[config.mk]
export PLATFORM = sky130hd
export DESIGN_NAME = hcr_queue
export DESIGN_NICKNAME = d
export VERILOG_FILES = /design/src/rtl/hcr_pkg.sv /design/src/rtl/hcr_queue.sv
export SDC_FILE = /design/constraint.sdc
export NUM_CORES = 1
export LEC_CHECK = 0
export BUFFER_PORTS_ARGS = -buffer_cell sky130_fd_sc_hd__buf_2
export CAP_MARGIN = 30
export CORE_MARGIN = 4
export CORE_UTILIZATION = 33
export CTS_CLUSTER_DIAMETER = 30
export CTS_CLUSTER_SIZE = 30
export DETAILED_ROUTE_END_ITERATION = 10
export GPL_ROUTABILITY_DRIVEN = 0
export GPL_TIMING_DRIVEN = 0
export SETUP_SLACK_MARGIN = 0.4
export SLEW_MARGIN = 20
export SYNTH_ARGS = -nofsm -noshare
export SYNTH_HDL_FRONTEND = slang
export SYNTH_SLANG_ARGS = --single-unit
[constraint.sdc]
create_clock -name clk -period 3.7 [get_ports clk]
set_clock_uncertainty 0.1 [all_clocks]
set_input_delay 0.74 -clock clk [delete_from_list [all_inputs] [get_ports clk]]
set_output_delay 0.74 -clock clk [all_outputs]
set_load 0.05 [all_outputs]
[src/rtl/hcr_pkg.sv]
// Shared types and constants of the Harris corner response unit.
// No dependencies; the front end, queue, back end, top level and testbench refer to it by scoped names.
package hcr_pkg;

	localparam int unsigned MAX_WIDTH = 1024;
	localparam int unsigned COL_W     = 10;
	localparam int unsigned ROW_W     = 12;
	localparam int unsigned CNT_ROW_W = 13;
	localparam int unsigned PIX_W     = 8;
	localparam int unsigned GRAD_W    = 11;
	localparam int unsigned RESP_W    = 46;
	localparam int unsigned K_W       = 15;
	localparam int unsigned CFG_W     = 15;
	localparam int unsigned IDX_W     = 2;
	localparam int unsigned WIN       = 3;

	localparam logic [10:0] MIN_WIDTH  = 11'd3;
	localparam logic [10:0] MAX_WIDTH_V = 11'd1024;
	localparam logic [12:0] MIN_HEIGHT = 13'd3;
	localparam logic [12:0] MAX_HEIGHT = 13'd4096;

	localparam logic [10:0] RST_WIDTH  = 11'd640;
	localparam logic [12:0] RST_HEIGHT = 13'd480;
	localparam logic [14:0] RST_K      = 15'd2621;

	localparam logic signed [49:0] RESP_MAX = 50'sd35184372088831;
	localparam logic signed [49:0] RESP_MIN = -50'sd35184372088832;

	typedef enum logic [1:0] {
		REG_WIDTH  = 2'd0,
		REG_HEIGHT = 2'd1,
		REG_K      = 2'd2
	} reg_idx_t;

	typedef enum logic {
		REQ_PIXEL = 1'b0,
		REQ_DRAIN = 1'b1
	} req_t;

	typedef enum logic [2:0] {
		ST_IDLE,
		ST_READ,
		ST_GRAD,
		ST_ACC,
		ST_MUL1,
		ST_MUL2,
		ST_MUL3,
		ST_SAT
	} state_t;

	typedef struct packed {
		logic signed [GRAD_W-1:0] ix;
		logic signed [GRAD_W-1:0] iy;
	} gpair_t;

	typedef struct packed {
		logic [PIX_W-1:0] pixel;
		logic [COL_W-1:0] pix_col;
		logic [COL_W-1:0] grad_col;
		logic             grad_on;
		logic             grad_zero;
		logic             resp_on;
		logic             m_left;
		logic             m_right;
		logic             m_top;
		logic             m_bottom;
		logic [COL_W-1:0] resp_col;
		logic [ROW_W-1:0] resp_row;
		logic             last;
	} cmd_t;

	typedef struct packed {
		logic full;
		logic nonempty;
	} q_stat_t;

endpackage

[src/rtl/hcr_queue.sv]
// Command queue between the front end and the back end.
// Depends on hcr_pkg.
module hcr_queue #(
	parameter int unsigned DEPTH = 4
) (
	input  logic             clk,
	input  logic             arst_n,
	input  logic             push,
	input  hcr_pkg::cmd_t    push_cmd,
	input  logic             pop,
	output hcr_pkg::cmd_t    head_cmd,
	output hcr_pkg::q_stat_t stat
);

	localparam int unsigned PTR_W = (DEPTH > 1) ? $clog2(DEPTH) : 1;
	localparam int unsigned CNT_W = $clog2(DEPTH + 1);
	localparam logic [PTR_W-1:0] PTR_LAST = PTR_W'(DEPTH - 1);
	localparam logic [CNT_W-1:0] CNT_FULL = CNT_W'(DEPTH);

	hcr_pkg::cmd_t    mem_q [DEPTH];
	logic [PTR_W-1:0] wr_q, rd_q;
	logic [CNT_W-1:0] cnt_q;
	logic             do_push, do_pop;

	assign stat.full     = cnt_q == CNT_FULL;
	assign stat.nonempty = cnt_q != '0;
	assign do_push       = push && !stat.full;
	assign do_pop        = pop && stat.nonempty;
	assign head_cmd      = mem_q[rd_q];

	always_ff @(posedge clk) begin
		if (do_push)
			mem_q[wr_q] <= push_cmd;
	end

	always_ff @(posedge clk or negedge arst_n) begin
		if (!arst_n) begin
			wr_q  <= '0;
			rd_q  <= '0;
			cnt_q <= '0;
		end else begin
			if (do_push)
				wr_q <= (wr_q == PTR_LAST) ? '0 : wr_q + PTR_W'(1);
			if (do_pop)
				rd_q <= (rd_q == PTR_LAST) ? '0 : rd_q + PTR_W'(1);
			if (do_push && !do_pop)
				cnt_q <= cnt_q + CNT_W'(1);
			else if (do_pop && !do_push)
				cnt_q <= cnt_q - CNT_W'(1);
		end
	end

endmodule

==> out/results.tsv, run 1 <==
stage	metric	value	unit
timing	Setup TNS	0	ns
pwr	worst vdd ir	0.589	mV
die	Ports	122	
grt	first-pass GRT wire length	26.7	mm
worst_setup_path	WP data required	2.86	ns
worst_setup_path	CP Max Fanout	10	
die	Die X	172	um
die	core box area	0.0263	mm2
cts	Max clock buf depth	3	
synth	Synth cell types	21	
final_layout	most common cell after layout, fill and taps aside	edfxtp_1	
die	# rows	59	
pwr	pwr dens	1040	mW/mm2
routing	vias	4149	
cts	# resized after CTS	0	
final_layout	cell area after layout	0.0118	mm2
grt	grt ovf	0	
synth	dominant cell type by area after synthesis	edfxtp_1	
die	starting density of the core	0.339	
final_layout	final net count	591	
grt	initial antenna violation count	2	
worst_setup_path	critical path arrival	2.06	ns
die	die footprint	0.0296	mm2
routing	Avg Vias per Cell	4.64	
cts	total CTS buffers	51	
job	max_cap viols	0	
pwr	total design power	0.0123	W
routing	ANT nets after route	0	
timing	Max Transition Viols Final	0	
worst_setup_path	CP startpoint kind	flop	
cts	TritonCTS Sinks	239	
synth	Mapped Cells	341	
timing	period utilisation layout	0.785	
cts	clock slew at reported path FFs	0.04	ns
status	status	complete, no violations	
timing	endpoints failing setup	0	
placed_design	post-placement cell area	0.0101	mm2
grt	number of global-route vias before repair	4849	
placed_design	placed cells	803	
routing	Met1 Wirelength	7.15	mm
synth	Mapped Nets	410	
placed_design	port bufs	121	
final_layout	P&R area growth vs syn	33.2	%
die	DIE HEIGHT	172	um
synth	Avg Cell Area, Syn	26.1	um2
cts	H-tree depth	2	
timing	RSZ-0062 raised after global routing	false	
worst_setup_path	kind of critical path	flop to output pin	
pwr	Pleak	4.18	nW
routing	met2 WL	8.65	mm
cts	Worst-Skew Late Latency	0.52	ns
routing	Top Layer Used	met5	
routing	routed wl met3	1.15	mm
synth	synth warn	0	
worst_setup_path	CP Capture Type	output pin	
routing	routed wire length	17.4	mm
final_layout	Antenna diodes	0	
timing	Slew Limit Headroom	0.708	
timing	Hold Fails Final Rpt	0	
grt	GRT Overall Usage	0.119	
timing	Achievable Freq	0.344	GHz
routing	TritonRoute pass-1 iters	4	
cts	Clock Root Buffer	clkbuf_16	
final_layout	commonest non-fill, non-tap cells in the layout	232 x edfxtp_1, 126 x buf_2, 58 x mux4_2	
final_layout	layout cells sized above 1	0.514	
routing	drt initial violations	214	
synth	main area contributors after synthesis	edfxtp_1 78%, mux4_2 15%, dfrtp_1 2.0%	
routing	routed length per instance	19.4	um
placed_design	HPWL Detailed	10.6	mm
timing	fin crit period	2.90	ns
worst_hold_path	worst hold path class	primary input to flop	
final_layout	Finished Layout Cells	895	
cts	Post-CTS Setup Repair Bufs	0	
timing	Worst-Margin Slew	0.438	ns
synth	area share of the largest cell type after synthesis	0.783	
grt	maximum number of pins on one net before global-route repair	39	
cts	TritonCTS clock tree	yes	
cts	hold_buf cts	1	
synth	flops & latches, synth	239	
routing	DRC	0	
synth	Synth Cell Area	0.00890	mm2
synth	register area share after synthesis	0.803	
timing	WHS	0.326	ns
final_layout	fill count	2257	
-- cell usage after synthesis --
cell type	n
and2_1	3
buf_12	6
buf_2	5
buf_4	2
buf_6	1
dfrtp_1	7
edfxtp_1	232
fa_1	1
ha_1	6
inv_1	3
mux2_1	2
mux2_2	3
mux4_2	58
nand2_1	1
nand2_4	1
nor2_1	4
nor2b_2	1
nor3b_4	1
or3_4	1
xnor2_1	1
xor2_1	2
-- cell families after synthesis --
family,count (synthesis),synth area share
XOR/XNOR,3,0.00295
adder cells (fa/ha/maj),7,0.0107
buffers and inverters,17,0.0205
flip-flops,239,0.803
multiplexers,63,0.153
AND/OR/NAND/NOR,12,0.00984
-- state kept, by name (all words and copies together), names as in the netlist --
signal and cells:
mem_q 232, cnt_q 3, rd_q 2, wr_q 2
-- layout make-up --
cell class                 count  area, um2  share of cell area
tap                          335        419              0.0354
buffer                        14        171              0.0145
timing repair buffer         128        766              0.0646
inverter                       3       11.3            0.000950
sequential                   239       7140               0.603
clock buffer                  58       1320               0.112
multi-input combinational     85       1590               0.134
clock inverter                33        428              0.0361
-- worst max-delay path, cell delays in order, from the launching register on --
cell	delay, ns
dfrtp_1	0.33
buf_2	0.18
buf_4	0.23
buf_4	0.24
mux4_2	0.33
buf_2	0.23
-- stage by stage --
step,utilization,setup WS (ns)
final,0.451,0.797
after global routing,0.451,0.641
after floorplan,-,0.813
after global placement,0.378,-0.571
after detailed placement,0.384,1.27
after CTS,0.451,0.705
-- path summary, 6_finish.rpt --
path | from | to | slack (ns) | cells after the start
worst max-delay path | rd_q[1]$_DFFE_PN0P_ | head_cmd[37] | 0.80 | 5
worst min-delay path | push_cmd[55] | mem_q[1][55]$_DFFE_PP_ | 0.33 | 1
worst max register to register | cnt_q[0]$_DFFE_PN0P_ | cnt_q[2]$_DFFE_PN0P_ | 1.47 | 8
worst min register to register | cnt_q[2]$_DFFE_PN0P_ | cnt_q[2]$_DFFE_PN0P_ | 0.42 | 1
max in group asynchronous | arst_n | rd_q[1]$_DFFE_PN0P_ | 2.85 | 2
min in group asynchronous | arst_n | cnt_q[0]$_DFFE_PN0P_ | 0.48 | 2
-- metal layers --
layer,track usage,vias to the layer above
met4,0.0403,4
met2,0.201,116
met1,0.144,2144
met5,0,-
li1,-,1848
met3,0.0405,37
-- power by group --
part	total, W	switching (W)	internal [W]
clock	0.00451	0.00135	0.00317
sequential	0.00372	0.000136	0.00358
combinational	0.00407	0.00273	0.00133
total	0.0123	0.00421	0.00809
Note: power is estimated with default switching activity, not from simulation.
==> run 2: changes to the inputs <==
Settings changed: ABC_AREA set to 1.
Clock period 3.7 ns to 2.8 ns, I/O delays scaled along.
==> out/results.tsv, run 2 <==
stage	metric	value	unit
timing	Achievable Freq	0.386	GHz
timing	fin crit period	2.59	ns
final_layout	layout cells sized above 1	0.365	
synth	main area contributors after synthesis	edfxtp_1 69%, o211ai_2 7.4%, nand2_1 7.1%	
cts	H-tree depth	2	
placed_design	placed cells	1258	
worst_hold_path	HP Start	push_cmd[38]	
synth	area share of the largest cell type after synthesis	0.694	
grt	maximum number of pins on one net before global-route repair	23	
timing	RSZ-0062 raised after global routing	true	
final_layout	Finished Layout Cells	1373	
synth	Top FF cell, synth	edfxtp_1	
worst_setup_path	RR Startpoint	cnt_q[0]$_DFFE_PN0P_	
worst_setup_path	FF-to-FF setup slack	0.69	ns
placed_design	Place WS	0.449	ns
worst_setup_path	critical path arrival	1.93	ns
final_layout	commonest non-fill, non-tap cells in the layout	232 x edfxtp_1, 165 x nand2_1, 128 x inv_1	
synth	flops & latches, synth	239	
grt	grt ovf	0	
die	die footprint	0.0333	mm2
placed_design	HPWL Detailed	14.6	mm
die	# rows	63	
die	DIE HEIGHT	182	um
final_layout	Post-Route Utilization	0.471	
synth	Avg Cell Area, Syn	13.6	um2
routing	drt initial violations	279	
worst_setup_path	CP Max Fanout	10	
timing	Setup TNS	0	ns
die	Die X	182	um
synth	Synth Area in Simple Gates	0.0770	
grt	GRT Overall Usage	0.138	
worst_hold_path	worst hold endpoint	mem_q[3][38]$_DFFE_PP_	
final_layout	most common cell after layout, fill and taps aside	edfxtp_1	
synth	Synth Area in Adders	0.00947	
timing	Hold Fails Final Rpt	0	
cts	Clock Root Buffer	clkbuf_16	
synth	top-count cell post-synth	edfxtp_1	
final_layout	P&R area growth vs syn	39.9	%
pwr	Pleak	5.69	nW
routing	ANT nets after route	0	
routing	routed wire length	23.6	mm
final_layout	Largest register FFs	232	
die	Ports	122	
synth	commonest cells in the netlist	232 x edfxtp_1, 189 x nand2_1, 128 x inv_1	
die	core box area	0.0298	mm2
synth	number of synthesized flops with an enable pin	232	
timing	endpoints failing setup	0	
worst_setup_path	CP startpoint kind	flop	
final_layout	register bank with the most flops	mem_q	
grt	first-pass GRT wire length	36.0	mm
status	status	complete, no violations	
cts	Max clock buf depth	3	
synth	Synth Cell Area	0.0100	mm2
worst_setup_path	kind of critical path	flop to output pin	
synth	synth warn	0	
grt	initial antenna violation count	2	
die	starting density of the core	0.337	
synth	Synth cell types	20	
synth	dominant cell type by area after synthesis	edfxtp_1	
routing	TritonRoute pass-1 iters	4	
pwr	worst vdd ir	0.755	mV
routing	DRC	0	
synth	Mapped Nets	806	
worst_setup_path	WP data required	2.14	ns
routing	Avg Vias per Cell	4.51	
pwr	total design power	0.0196	W
placed_design	port bufs	121	
synth	Async S/R FF share, synth	0.0293	
cts	TritonCTS Sinks	239	
timing	Max Transition Viols Final	0	
routing	vias	6193	
synth	register area share after synthesis	0.712	
cts	total CTS buffers	52	
timing	Slew Limit Headroom	0.563	
synth	largest family of logic cells by synthesized area	compound AO/OA/AOI/OAI gates	
worst_setup_path	Worst R2R End	mem_q[2][14]$_DFFE_PP_	
synth	Mapped Cells	737	
worst_setup_path	FF-to-FF path depth	5	
timing	Worst-Margin Slew	0.654	ns
grt	number of global-route vias before repair	6562	
final_layout	final net count	1012	
routing	routed length per instance	17.2	um
cts	clock slew at reported path FFs	0.05	ns
worst_hold_path	worst hold path class	primary input to flop	
synth	post-synthesis mux area share	0	
worst_setup_path	CP Capture Type	output pin	
final_layout	Antenna diodes	0	
job	max_cap viols	0	
timing	final worst setup slack	0.212	ns
worst_hold_path	hold depth	1	
timing	period utilisation layout	0.924	
cts	Worst-Skew Late Latency	0.54	ns
synth	Post-Synth XOR/XNOR Area	0.000873	
pwr	pwr dens	1400	mW/mm2
cts	TritonCTS clock tree	yes	
final_layout	Top Registers	mem_q: 232 flops, cnt_q: 3 flops	
synth	post-synthesis compound-gate area fraction	0.117	
==> run 2: cell types whose count changed after synthesis, moves of 3 or more <==
cell / delta
and2_1: -3
buf_12: -5
buf_2: +9
buf_6: +17
inv_1: +125
mux2_2: -3
mux4_2: -58
nand2_1: +188
nand3_1: +7
o211ai_1: +57
o211ai_2: +59
==> run 2: what timing repair did <==
action | CTS | global route
hold buffers | 1 | 0
endpoints found under the hold margin | 7 | 0
resized for setup | 140 | 54
pin swaps | 18 | 80
endpoints found under the setup margin | 58 | 151
buffers inserted | 4 | 11
cloned | 0 | 5
==> run 2: layer usage <==
| layer | vias up | wire (um) | part of all wire | GRT usage |
|---|---|---|---|---|
| li1 | 2998 | - | - | - |
| met1 | 2980 | 10400 | 0.44 | 0.177 |
| met2 | 165 | 11400 | 0.48 | 0.231 |
| met3 | 46 | 1400 | 0.059 | 0.0383 |
| met4 | 4 | 472 | 0.020 | 0.0402 |
| met5 | - | 21 | 0.00089 | 0 |
==> run 2: layout make-up <==
cell class                 instances  area [um2]
sequential                       239        7140
multi-input combinational        328        2160
clock inverter                    34         373
fill                            2646       15800
inverter                         131         494
timing repair buffer             152        1500
tap                              390         488
buffer                            39         529
clock buffer                      60        1350
==> run 2: worst max path at each step <==
stage,slack [ns],depth (start not counted),startpoint,end
detailed placement,0.45,4,push,mem_q[3][7]$_DFFE_PP_
global placement,-1.47,3,push,mem_q[1][14]$_DFFE_PP_
global route,0.11,7,rd_q[0]$_DFFE_PN0P_,head_cmd[49]
CTS,0.21,6,rd_q[0]$_DFFE_PN0P_,head_cmd[28]
finish,0.21,6,rd_q[0]$_DFFE_PN0P_,head_cmd[27]
floorplan,0.004,4,cnt_q[0]$_DFFE_PN0P_,mem_q[0][0]$_DFFE_PP_
==> run 2: cell families after synthesis <==
| family | Yosys count |
|---|---|
| flip-flops | 239 |
| AND/OR/NAND/NOR | 203 |
| buffers and inverters | 170 |
| AO/OA/AOI/OAI | 117 |
| adder cells (fa/ha/maj) | 7 |
| XOR/XNOR | 1 |
==> run 2: power breakdown <==
part,leakage [nW],internal [W],switching [W]
logic,2.65,0.00328,0.00549
registers,2.21,0.00471,0.000202
clock network,0.830,0.00407,0.00185
total,5.69,0.0121,0.00754
==> run 2: stage by stage <==
stage                     cell area [um2]  hold slack (ns)
after floorplan                     10000            0.164
after global placement              11100            0.305
after detailed placement            11400            0.310
after CTS                           13600            0.118
after global routing                14000            0.128
final                               14000            0.140
==> run 2: worst max-delay path, stage by stage (launching register included) <==
cell	delay [ns]
dfrtp_2	0.44
buf_12	0.17
clkbuf_16	0.18
buf_12	0.16
o211ai_4	0.16
nand2_2	0.11
buf_8	0.17
