<file path="config.mk">
export PLATFORM = sky130hd
export DESIGN_NAME = hcr_front_flat
export DESIGN_NICKNAME = d
export VERILOG_FILES = /design/src/rtl/hcr_pkg.sv /design/src/rtl/hcr_pix_if.sv /design/src/rtl/hcr_front.sv /design/src/flat_wrapper.sv
export SDC_FILE = /design/constraint.sdc
export NUM_CORES = 1
export LEC_CHECK = 0
export BUFFER_PORTS_ARGS = -buffer_cell sky130_fd_sc_hd__buf_4
export CORE_MARGIN = 1.5
export CORE_UTILIZATION = 45
export DETAILED_ROUTE_END_ITERATION = 12
export GPL_TIMING_DRIVEN = 0
export PLACE_DENSITY = 0.71
export SLEW_MARGIN = 25
export SYNTH_ARGS = -nofsm -noshare
export SYNTH_HDL_FRONTEND = slang
export SYNTH_SLANG_ARGS = --single-unit
</file>
<file path="constraint.sdc">
create_clock -name clk -period 5.35 [get_ports clk]
set_input_delay 0.535 -clock clk [delete_from_list [all_inputs] [get_ports clk]]
set_output_delay 0.535 -clock clk [all_outputs]
set_load 0.01 [all_outputs]
</file>
<file path="src/rtl/hcr_pkg.sv">
// Shared types and constants of the Harris corner response unit.
// No dependencies; the front end, queue, back end, top level and testbench refer to it by scoped names.
package hcr_pkg;

	localparam int unsigned MAX_WIDTH = 1024;
	localparam int unsigned COL_W     = 10;
	localparam int unsigned ROW_W     = 12;
	localparam int unsigned CNT_ROW_W = 13;
	localparam int unsigned PIX_W     = 8;
	localparam int unsigned GRAD_W    = 11;
	localparam int unsigned RESP_W    = 46;
	localparam int unsigned K_W       = 15;
	localparam int unsigned CFG_W     = 15;
	localparam int unsigned IDX_W     = 2;
	localparam int unsigned WIN       = 3;

	localparam logic [10:0] MIN_WIDTH  = 11'd3;
	localparam logic [10:0] MAX_WIDTH_V = 11'd1024;
	localparam logic [12:0] MIN_HEIGHT = 13'd3;
	localparam logic [12:0] MAX_HEIGHT = 13'd4096;

	localparam logic [10:0] RST_WIDTH  = 11'd640;
	localparam logic [12:0] RST_HEIGHT = 13'd480;
	localparam logic [14:0] RST_K      = 15'd2621;

	localparam logic signed [49:0] RESP_MAX = 50'sd35184372088831;
	localparam logic signed [49:0] RESP_MIN = -50'sd35184372088832;

	typedef enum logic [1:0] {
		REG_WIDTH  = 2'd0,
		REG_HEIGHT = 2'd1,
		REG_K      = 2'd2
	} reg_idx_t;

	typedef enum logic {
		REQ_PIXEL = 1'b0,
		REQ_DRAIN = 1'b1
	} req_t;

	typedef enum logic [2:0] {
		ST_IDLE,
		ST_READ,
		ST_GRAD,
		ST_ACC,
		ST_MUL1,
		ST_MUL2,
		ST_MUL3,
		ST_SAT
	} state_t;

	typedef struct packed {
		logic signed [GRAD_W-1:0] ix;
		logic signed [GRAD_W-1:0] iy;
	} gpair_t;

	typedef struct packed {
		logic [PIX_W-1:0] pixel;
		logic [COL_W-1:0] pix_col;
		logic [COL_W-1:0] grad_col;
		logic             grad_on;
		logic             grad_zero;
		logic             resp_on;
		logic             m_left;
		logic             m_right;
		logic             m_top;
		logic             m_bottom;
		logic [COL_W-1:0] resp_col;
		logic [ROW_W-1:0] resp_row;
		logic             last;
	} cmd_t;

	typedef struct packed {
		logic full;
		logic nonempty;
	} q_stat_t;

endpackage

</file>
<file path="src/rtl/hcr_pix_if.sv">
// Input channel: one beat carries a request type and a pixel.
// Depends on nothing.
interface hcr_pix_if;
	logic       valid;
	logic       ready;
	logic       req_type;
	logic [7:0] pixel;

	modport source(output valid, req_type, pixel, input ready);
	modport sink(input valid, req_type, pixel, output ready);
endinterface

</file>
<file path="src/rtl/hcr_front.sv">
// Front end: configuration registers, frame position counters, item classification.
// Depends on hcr_pkg and hcr_pix_if.
module hcr_front (
	input  logic                           clk,
	input  logic                           arst_n,
	hcr_pix_if.sink                        pix_in,
	input  logic                           cfg_we,
	input  logic [hcr_pkg::IDX_W-1:0]      cfg_index,
	input  logic [hcr_pkg::CFG_W-1:0]      cfg_data,
	input  hcr_pkg::q_stat_t               q_stat,
	output logic                           push,
	output hcr_pkg::cmd_t                  push_cmd,
	output logic [hcr_pkg::K_W-1:0]        harris_k
);

	logic [10:0] width_q;
	logic [12:0] height_q;
	logic [14:0] k_q;

	logic [10:0] w_eff, w_m1;
	logic [12:0] h_eff, h_m1;
	logic [9:0]  w_last;
	logic [11:0] h_last;

	logic [9:0]  pc_q, gc_q, rc_q;
	logic [12:0] pr_q, gr_q;
	logic [11:0] rr_q;
	logic        g_on_q, r_on_q;

	logic accept, in_frame, bubble, step, g_on_now, r_on_now, last, restart;

	always_ff @(posedge clk or negedge arst_n) begin
		if (!arst_n) begin
			width_q  <= hcr_pkg::RST_WIDTH;
			height_q <= hcr_pkg::RST_HEIGHT;
			k_q      <= hcr_pkg::RST_K;
		end else if (cfg_we) begin
			unique case (cfg_index)
				hcr_pkg::REG_WIDTH:  width_q  <= cfg_data[10:0];
				hcr_pkg::REG_HEIGHT: height_q <= cfg_data[12:0];
				hcr_pkg::REG_K:      k_q      <= cfg_data;
				default: ;
			endcase
		end
	end

	always_comb begin
		if (width_q < hcr_pkg::MIN_WIDTH)
			w_eff = hcr_pkg::MIN_WIDTH;
		else if (width_q > hcr_pkg::MAX_WIDTH_V)
			w_eff = hcr_pkg::MAX_WIDTH_V;
		else
			w_eff = width_q;
		if (height_q < hcr_pkg::MIN_HEIGHT)
			h_eff = hcr_pkg::MIN_HEIGHT;
		else if (height_q > hcr_pkg::MAX_HEIGHT)
			h_eff = hcr_pkg::MAX_HEIGHT;
		else
			h_eff = height_q;
		w_m1   = w_eff - 11'd1;
		h_m1   = h_eff - 13'd1;
		w_last = w_m1[9:0];
		h_last = h_m1[11:0];
	end

	assign harris_k     = k_q;
	assign pix_in.ready = !q_stat.full;
	assign accept       = pix_in.valid && pix_in.ready;
	assign in_frame     = pr_q < h_eff;
	assign bubble       = (pix_in.req_type == hcr_pkg::REQ_DRAIN) && in_frame;
	assign step         = accept && !bubble;
	assign g_on_now     = g_on_q || (pc_q == 10'd1 && pr_q == 13'd1);
	assign r_on_now     = r_on_q || (g_on_now && gc_q == 10'd1 && gr_q == 13'd1);
	assign last         = r_on_now && rc_q == w_last && rr_q == h_last;
	assign restart      = cfg_we && (cfg_index == hcr_pkg::REG_WIDTH ||
		cfg_index == hcr_pkg::REG_HEIGHT);
	assign push         = step;

	always_comb begin
		push_cmd.pixel     = pix_in.pixel;
		push_cmd.pix_col   = pc_q;
		push_cmd.grad_col  = gc_q;
		push_cmd.grad_on   = g_on_now;
		push_cmd.grad_zero = gc_q == 10'd0 || gc_q == w_last || gr_q == 13'd0 ||
			gr_q >= {1'b0, h_last};
		push_cmd.resp_on   = r_on_now;
		push_cmd.m_left    = rc_q == 10'd0;
		push_cmd.m_right   = rc_q == w_last;
		push_cmd.m_top     = rr_q == 12'd0;
		push_cmd.m_bottom  = rr_q == h_last;
		push_cmd.resp_col  = rc_q;
		push_cmd.resp_row  = rr_q;
		push_cmd.last      = last;
	end

	always_ff @(posedge clk or negedge arst_n) begin
		if (!arst_n) begin
			pc_q <= '0; pr_q <= '0; gc_q <= '0; gr_q <= '0; rc_q <= '0; rr_q <= '0;
			g_on_q <= 1'b0; r_on_q <= 1'b0;
		end else if (restart || (step && last)) begin
			pc_q <= '0; pr_q <= '0; gc_q <= '0; gr_q <= '0; rc_q <= '0; rr_q <= '0;
			g_on_q <= 1'b0; r_on_q <= 1'b0;
		end else if (step) begin
			if (pc_q == w_last) begin
				pc_q <= '0;
				pr_q <= pr_q + 13'd1;
			end else begin
				pc_q <= pc_q + 10'd1;
			end
			if (g_on_now) begin
				if (gc_q == w_last) begin
					gc_q <= '0;
					gr_q <= gr_q + 13'd1;
				end else begin
					gc_q <= gc_q + 10'd1;
				end
			end
			if (r_on_now) begin
				if (rc_q == w_last) begin
					rc_q <= '0;
					rr_q <= rr_q + 12'd1;
				end else begin
					rc_q <= rc_q + 10'd1;
				end
			end
			g_on_q <= g_on_now;
			r_on_q <= r_on_now;
		end
	end

endmodule

</file>
<file path="src/flat_wrapper.sv">
// flat-port wrapper written by rule: the top's interface ports become plain ports
module hcr_front_flat 
  (clk, arst_n, cfg_we, cfg_index, cfg_data, q_stat, push, push_cmd, harris_k, pix_in_valid, pix_in_req_type, pix_in_pixel, pix_in_ready);
  hcr_pix_if pix_in_i ();
  input  logic clk;
  input  logic arst_n;
  input  logic cfg_we;
  input  logic [hcr_pkg::IDX_W-1:0] cfg_index;
  input  logic [hcr_pkg::CFG_W-1:0] cfg_data;
  input  hcr_pkg::q_stat_t q_stat;
  output logic push;
  output hcr_pkg::cmd_t push_cmd;
  output logic [hcr_pkg::K_W-1:0] harris_k;
  input wire logic [$bits(pix_in_i.valid)-1:0] pix_in_valid;
  input wire logic [$bits(pix_in_i.req_type)-1:0] pix_in_req_type;
  input wire logic [$bits(pix_in_i.pixel)-1:0] pix_in_pixel;
  output wire logic [$bits(pix_in_i.ready)-1:0] pix_in_ready;
  assign pix_in_i.valid = pix_in_valid;
  assign pix_in_i.req_type = pix_in_req_type;
  assign pix_in_i.pixel = pix_in_pixel;
  assign pix_in_ready = pix_in_i.ready;
  hcr_front u_core (.clk(clk), .arst_n(arst_n), .pix_in(pix_in_i), .cfg_we(cfg_we), .cfg_index(cfg_index), .cfg_data(cfg_data), .q_stat(q_stat), .push(push), .push_cmd(push_cmd), .harris_k(harris_k));
endmodule
</file>
==> flow_metrics.py, run 1 <==
metrics = {
    "yosys": {
        "synth_fp_nets": 1107,
        "yosys_warnings": 0,
        "synthTopCellsByCount": "dfrtp_1, nand2_1, nor2_1",
        "synth.ff_latch_count": 109,
        "synth_cells": 1035,
        "synthMuxAreaShare_pct": 7.06,
        "synth_compound_area_share_pct": 17.7,
        "synthAdderAreaFrac_pct": 5.67,
        "synth_top_family_by_area": "simple AND/OR/NAND/NOR gates",
        "synth_cell_types": 90,
        "synthXorXnorAreaFrac_pct": 4.56,
        "synth_edf_count": 0,
        "yosys-top-cells-area": "dfrtp_1, ha_1, mux2_2",
        "yosysMostFrequentCell": "dfrtp_1",
        "ys_seq_area_share_pct": 31.1,
        "synth_area_sq_mm": 0.00883,
        "avgSynthCellArea_sq_um": 8.53,
        "yosys.area_share.simple_pct": 27.9,
        "synth_ff_type": "dfrtp_1",
        "synthArstFlopShare_pct": 100,
        "synth_top_area_share_pct": 27.2,
        "synth_top_cell_by_area": "dfrtp_1",
    },
    "global_routing": {
        "antenna_found_initial": 0,
        "grt_pass1_wl_microns": 43700,
        "grt-ovfl-total": 0,
        "grt_pass1_vias": 7968,
        "grt_start_max_net_pins": 74,
        "grt_usage_pct": 27.2,
    },
    "job": {
        "maxCapViolCount": 0,
    },
    "floorplanning": {
        "die_h_microns": 143,
        "start_util_pct": 45.7,
        "die_w_microns": 143,
        "io_pins": 107,
        "core_sq_mm": 0.0193,
        "rows": 51,
        "die_area_sq_mm": 0.0205,
    },
    "clock_network": {
        "clock-root-buffer": "clkbuf_16",
        "holdBufCountCts": 0,
        "clkLatencyLatePin_ns": 0.36,
        "cts_tree": "yes",
        "cts_made_buffers": 9,
        "clock-sinks": 109,
        "clockBufferDepth": 2,
        "cts_max_level": 3,
        "clk_pin_slew_ns": 0.08,
    },
    "timing": {
        "finalCriticalPeriod_ns": 5.17,
        "worstMarginPinSlew_ns": 0.770,
        "slew_headroom_pct": 48.6,
        "worst_slack_ns": 0.181,
        "finalHoldViolations": 0,
        "setup_violations": 0,
        "fmax_mhz": 193,
        "fin_crit_sh_pct": 96.6,
        "drv_slew": 0,
        "skew_ns": 0.0130,
    },
    "setup_path": {
        "cp_max_fo": 10,
        "path_class": "flip-flop to output port",
        "critPathArrivalTime_ns": 4.63,
        "critPathCaptureType": "output port",
        "cp-startpoint": "u_core.width_q[10]",
        "reg2reg_from": "u_core.width_q[10]",
        "crit_path_start_kind": "flip-flop",
        "required_ns": 4.82,
    },
    "place": {
        "dp_slack_ns": 0.0212,
        "io_buffers": 97,
        "dp_hpwl_microns": 21000,
        "gp_congestion": 0.992,
    },
    "cells_and_area": {
        "num_antenna_cells": 0,
        "final_util_pct": 53.4,
        "drive_gt1_share_pct": 21.2,
        "fill_cells": 1820,
        "finalNetCount": 1217,
        "synthToLayoutAreaGrowth_pct": 16.8,
    },
    "routing": {
        "wl_microns": 28100,
        "routed_via_density": 6.21,
        "ant_nets": 0,
        "vias": 8784,
        "initialDrtViolationCount": 881,
        "firstDrtPassIters": 7,
        "remaining_drc_errors": 0,
        "wl_per_cell_microns": 19.9,
    },
    "power": {
        "power_leakage_nw": 4.37,
        "p_per_area_mw_per_mm2": 288,
        "ir_worst_vdd_v": 0.000158,
    },
    "status": {
        "outcome": "completed",
    },
    "worst_hold_path": {
        "hold_class": "input port to asynchronous set/reset pin",
    },
}
## worst max-delay path: stages, from the launching register on
cell       delay (ns)
dfrtp_1          0.33
clkbuf_1         0.32
clkinv_1         0.42
clkbuf_1         0.36
nand2_1          0.13
ha_1             0.34
nor4b_1          0.60
nor4bb_1         0.16
a2111oi_1        0.43
o2111ai_1        0.18
buf_4            0.19
and4bb_2         0.38
nand2_1          0.11
inv_1            0.12
buf_4            0.11
buf_4            0.10
## final timing paths
check | endpoint | slack (ns) | cells past startpoint
setup / recovery | push_cmd[0] | 0.18 | 15
hold / removal | u_core.gr_q[2] | 0.06 | 1
setup reg to reg | u_core.gr_q[10] | 0.35 | 16
hold reg to reg | u_core.harris_k[1] | 0.52 | 1
max in group asynchronous | u_core.harris_k[5] | 4.54 | 2
min in group clk | u_core.harris_k[13] | 0.41 | 2
## power by group
part	internal, W	switching [W]	total, W	leakage (nW)
Combinational	0.000479	0.000698	0.00118	2.81
Sequential	0.000922	0.000137	0.00106	1.41
Clock	0.000376	0.000354	0.000730	0.154
Total	0.00178	0.00119	0.00297	4.37
## layout make-up
cell class	instances	area (sq um)	area share [%]
clock inverters	7	87.6	0.849
plain buffers	76	367	3.55
repair buffers	104	805	7.80
inverters	39	148	1.43
flip-flops and latches	109	2740	26.6
clock buffers	9	225	2.18
multi-input cells	806	5610	54.4
well taps	265	332	3.21
## metal layers
layer | GRT usage [%] | up-vias | routed length [microns]
met5 | 0 | - | 0
met4 | 7.60 | 0 | 621
met3 | 4.49 | 65 | 2150
met2 | 43.1 | 428 | 13200
met1 | 38.1 | 4250 | 12200
li1 | - | 4041 | -
## cell families (layout without fill, tap and decap cells)
logic type,Yosys count,in the layout
DFF,109,109
and+or+nand+nor,433,433
buffers and inverters,120,235
adders and majority gates,40,40
AOI/OAI and AO/OA,230,230
muxes,57,57
xor gates and xnor gates,46,46
## flip-flops by register name (all words and copies together) (netlist names), 10 cells and up
name             cells
u_core.pr_q         13
u_core.harris_k     15
u_core.gr_q         13
u_core.rc_q         10
u_core.rr_q         12
u_core.width_q      11
u_core.height_q     13
u_core.pc_q         10
u_core.gc_q         10
## layout by cell type (no fill, tap or decap), types with 28 or more instances in the layout
| cell type | n |
|---|---|
| nand2_1 | 73 |
| o21ai_0 | 43 |
| nand2b_1 | 34 |
| a21oi_1 | 57 |
| nand3_1 | 56 |
| ha_1 | 39 |
| nor2_1 | 69 |
| clkbuf_1 | 40 |
| mux2_2 | 42 |
| buf_4 | 113 |
| nor3_1 | 28 |
| inv_1 | 37 |
| dfrtp_1 | 96 |
## repair_timing
action	4_1_cts	5_1_grt
endpoints found under the setup margin	3	13
gates resized for setup	4	9
setup buffers	0	6
pin swaps	0	3
## through the flow
stage	hold slack, ns	instances	area, sq um	setup TNS [ns]	total power (W)
floorplan	0.239	1035	8830	0	0.00180
global placement	0.491	1397	9890	0	0.00218
detailed placement	0.467	1398	9920	0	0.00219
CTS	0.0729	1411	10200	0	0.00293
global route	0.0817	1415	10300	-0.0363	0.00313
finish	0.0601	1415	10300	0	0.00297
Note: power is estimated with default switching activity, not from simulation.
==> run 2, diff against run 1 <==
--- a/config.mk
+++ b/config.mk
@@ -5,12 +5,12 @@
 export SDC_FILE = /design/constraint.sdc
 export NUM_CORES = 1
 export LEC_CHECK = 0
-export BUFFER_PORTS_ARGS = -buffer_cell sky130_fd_sc_hd__buf_4
 export CORE_MARGIN = 1.5
 export CORE_UTILIZATION = 45
 export DETAILED_ROUTE_END_ITERATION = 12
+export DONT_BUFFER_PORTS = 1
 export GPL_TIMING_DRIVEN = 0
-export PLACE_DENSITY = 0.71
+export PLACE_DENSITY = 0.67
 export SLEW_MARGIN = 25
 export SYNTH_ARGS = -nofsm -noshare
 export SYNTH_HDL_FRONTEND = slang
==> flow_metrics.py, run 2 (synthesis gave the netlist of run 1 again) <==
metrics = {
    "status": {
        "outcome": "completed",
    },
    "setup_path": {
        "crit_path_frequent_cell": "inv_1",
        "required_ns": 4.82,
        "slowest_stage": "and4bb_2",
        "path_class": "flip-flop to output port",
        "worstPathCellList": "nor4_4 -> a21o_1 -> and2_1 -> inv_1 -> ha_1 -> buf_2 -> xnor2_1 -> o22ai_1 -> o21bai_1 -> a2111oi_0 -> o2111ai_1 -> and4bb_2 -> nand2_1 -> inv_1 -> buf_4",
        "crit_path_start_kind": "flip-flop",
        "max_stage_delay_ns": 0.48,
        "critPathCaptureType": "output port",
        "cp_max_fo": 10,
        "critPathArrivalTime_ns": 4.50,
    },
    "cells_and_area": {
        "final_cell_mix": "dfrtp_1, nand2_1, nor2_1",
        "final_common_cell": "dfrtp_1",
        "largest_reg_flops": 15,
        "num_antenna_cells": 0,
        "synthToLayoutAreaGrowth_pct": 8.90,
        "finalNonFillerCells": 1315,
        "drive_gt1_share_pct": 14.1,
        "multi_input_area_sq_mm": 0.00563,
        "final_util_pct": 49.7,
        "finalNetCount": 1117,
        "regArea_sq_mm": 0.00274,
        "fill_cells": 1916,
    },
    "clock_network": {
        "clkLatencyLatePin_ns": 0.36,
        "clock-sinks": 109,
        "cts_tree": "yes",
        "cts_max_level": 3,
        "clockBufferDepth": 2,
        "clk_pin_slew_ns": 0.08,
        "clock-root-buffer": "clkbuf_16",
        "cts_made_buffers": 9,
    },
    "routing": {
        "routedLengthMet1_microns": 12100,
        "firstDrtPassIters": 6,
        "wl_per_cell_microns": 21.1,
        "met2WireLength_microns": 12600,
        "wl_microns": 27800,
        "top_layer": "met4",
        "vias": 8352,
        "routed_via_density": 6.35,
        "wl_met3_microns": 2430,
        "initialDrtViolationCount": 762,
        "remaining_drc_errors": 0,
        "ant_nets": 0,
    },
    "global_routing": {
        "grt_pass1_wl_microns": 43900,
        "grt_usage_pct": 27.5,
        "antenna_found_initial": 0,
        "grt-ovfl-total": 0,
        "grt_start_max_net_pins": 97,
        "grt_pass1_vias": 7839,
    },
    "place": {
        "dp_hpwl_microns": 20600,
        "dp_slack_ns": 0.0408,
        "io_buffers": 0,
        "gp_congestion": 0.932,
        "dp_cells": 1300,
    },
    "timing": {
        "finalCriticalPeriod_ns": 5.04,
        "fin_crit_sh_pct": 94.2,
        "setup_violations": 0,
        "tns_ns": 0,
        "drv_slew": 0,
        "fmax_mhz": 199,
        "slew_headroom_pct": 28.7,
        "finalHoldViolations": 0,
        "skew_ns": 0.00884,
        "worst_hold_slack_ns": 0.0161,
        "worst_slack_ns": 0.313,
        "worstMarginPinSlew_ns": 1.06,
    },
    "floorplanning": {
        "die_w_microns": 143,
        "die_area_sq_mm": 0.0205,
        "io_pins": 107,
        "die_h_microns": 143,
        "core_sq_mm": 0.0193,
        "rows": 51,
        "start_util_pct": 45.7,
    },
    "power": {
        "ir_worst_vdd_v": 0.000159,
        "p_per_area_mw_per_mm2": 305,
        "power_leakage_nw": 3.88,
    },
    "worst_hold_path": {
        "hold_class": "input port to asynchronous set/reset pin",
    },
    "job": {
        "maxCapViolCount": 0,
    },
}
==> run 2: cell types whose count changed in the layout (fill, tap and decap cells not counted), sizes merged <==
cell,delta
buf,-98
inv,-1
clkbuf,-2
clkinv,-1
clkinvlp,+1
bufinv,+1
==> run 2: power by group <==
| group | internal, W | leakage (nW) | switching (W) | total (W) |
|---|---|---|---|---|
| clock network | 0.000424 | 0.167 | 0.000352 | 0.000776 |
| logic | 0.000409 | 2.30 | 0.000648 | 0.00106 |
| registers | 0.000923 | 1.41 | 0.000174 | 0.00110 |
| total | 0.00176 | 3.88 | 0.00117 | 0.00293 |
==> run 2: final cells by class <==
type	instances	area share (%)
inverters	39	1.57
plain buffers	75	3.77
clock buffers	9	2.34
well taps	265	3.45
flip-flops and latches	109	28.5
multi-input cells	806	58.5
clock inverters	7	1.21
repair buffers	5	0.598
==> run 2: what timing repair did <==
| action | 4_1_cts | 5_1_grt |
|---|---|---|
| hold endpoints to repair | 96 | 0 |
| endpoints found under the setup margin | 1 | 18 |
| gates resized for setup | 3 | 13 |
| hold buffers | 1 | 0 |
| pin swaps | 0 | 4 |
| setup buffers | 0 | 4 |
==> run 2: metal layers <==
metal / GRT usage [%] / up-vias
met5: 0 / -
met4: 9.06 / 0
met2: 43.7 / 409
met1: 37.5 / 4052
met3: 5.06 / 52
li1: - / 3839
==> run 2: per-stage QoR <==
| step | instance area (sq um) | power, W |
|---|---|---|
| after floorplan | 8830 | 0.00180 |
| after global placement | 9160 | 0.00208 |
| after detailed placement | 9160 | 0.00209 |
| after CTS | 9530 | 0.00289 |
| after global routing | 9620 | 0.00308 |
| final | 9620 | 0.00293 |
==> run 2: critical path: cells and delay by family, from the launching register on <==
kind | cells | cell delay [ns]
and+or+nand+nor | 4 | 1.32
AOI/OAI and AO/OA | 5 | 1.26
buffers and inverters | 4 | 0.61
DFF | 1 | 0.45
adders and majority gates | 1 | 0.31
xor gates and xnor gates | 1 | 0.19
==> run 2: final timing paths <==
| kind | start | slack, ns | cells past startpoint | to |
|---|---|---|---|---|
| min | arst_n | 0.02 | 0 | u_core.height_q[7] |
| max reg2reg | u_core.width_q[9] | 0.37 | 16 | u_core.rr_q[11] |
| max in group asynchronous | arst_n | 4.86 | 1 | u_core.rc_q[4] |
| min in group clk | cfg_data[9] | 0.28 | 2 | u_core.width_q[9] |
| min reg2reg | u_core.g_on_q | 0.54 | 2 | u_core.g_on_q |
| max | u_core.width_q[9] | 0.31 | 15 | push_cmd[0] |
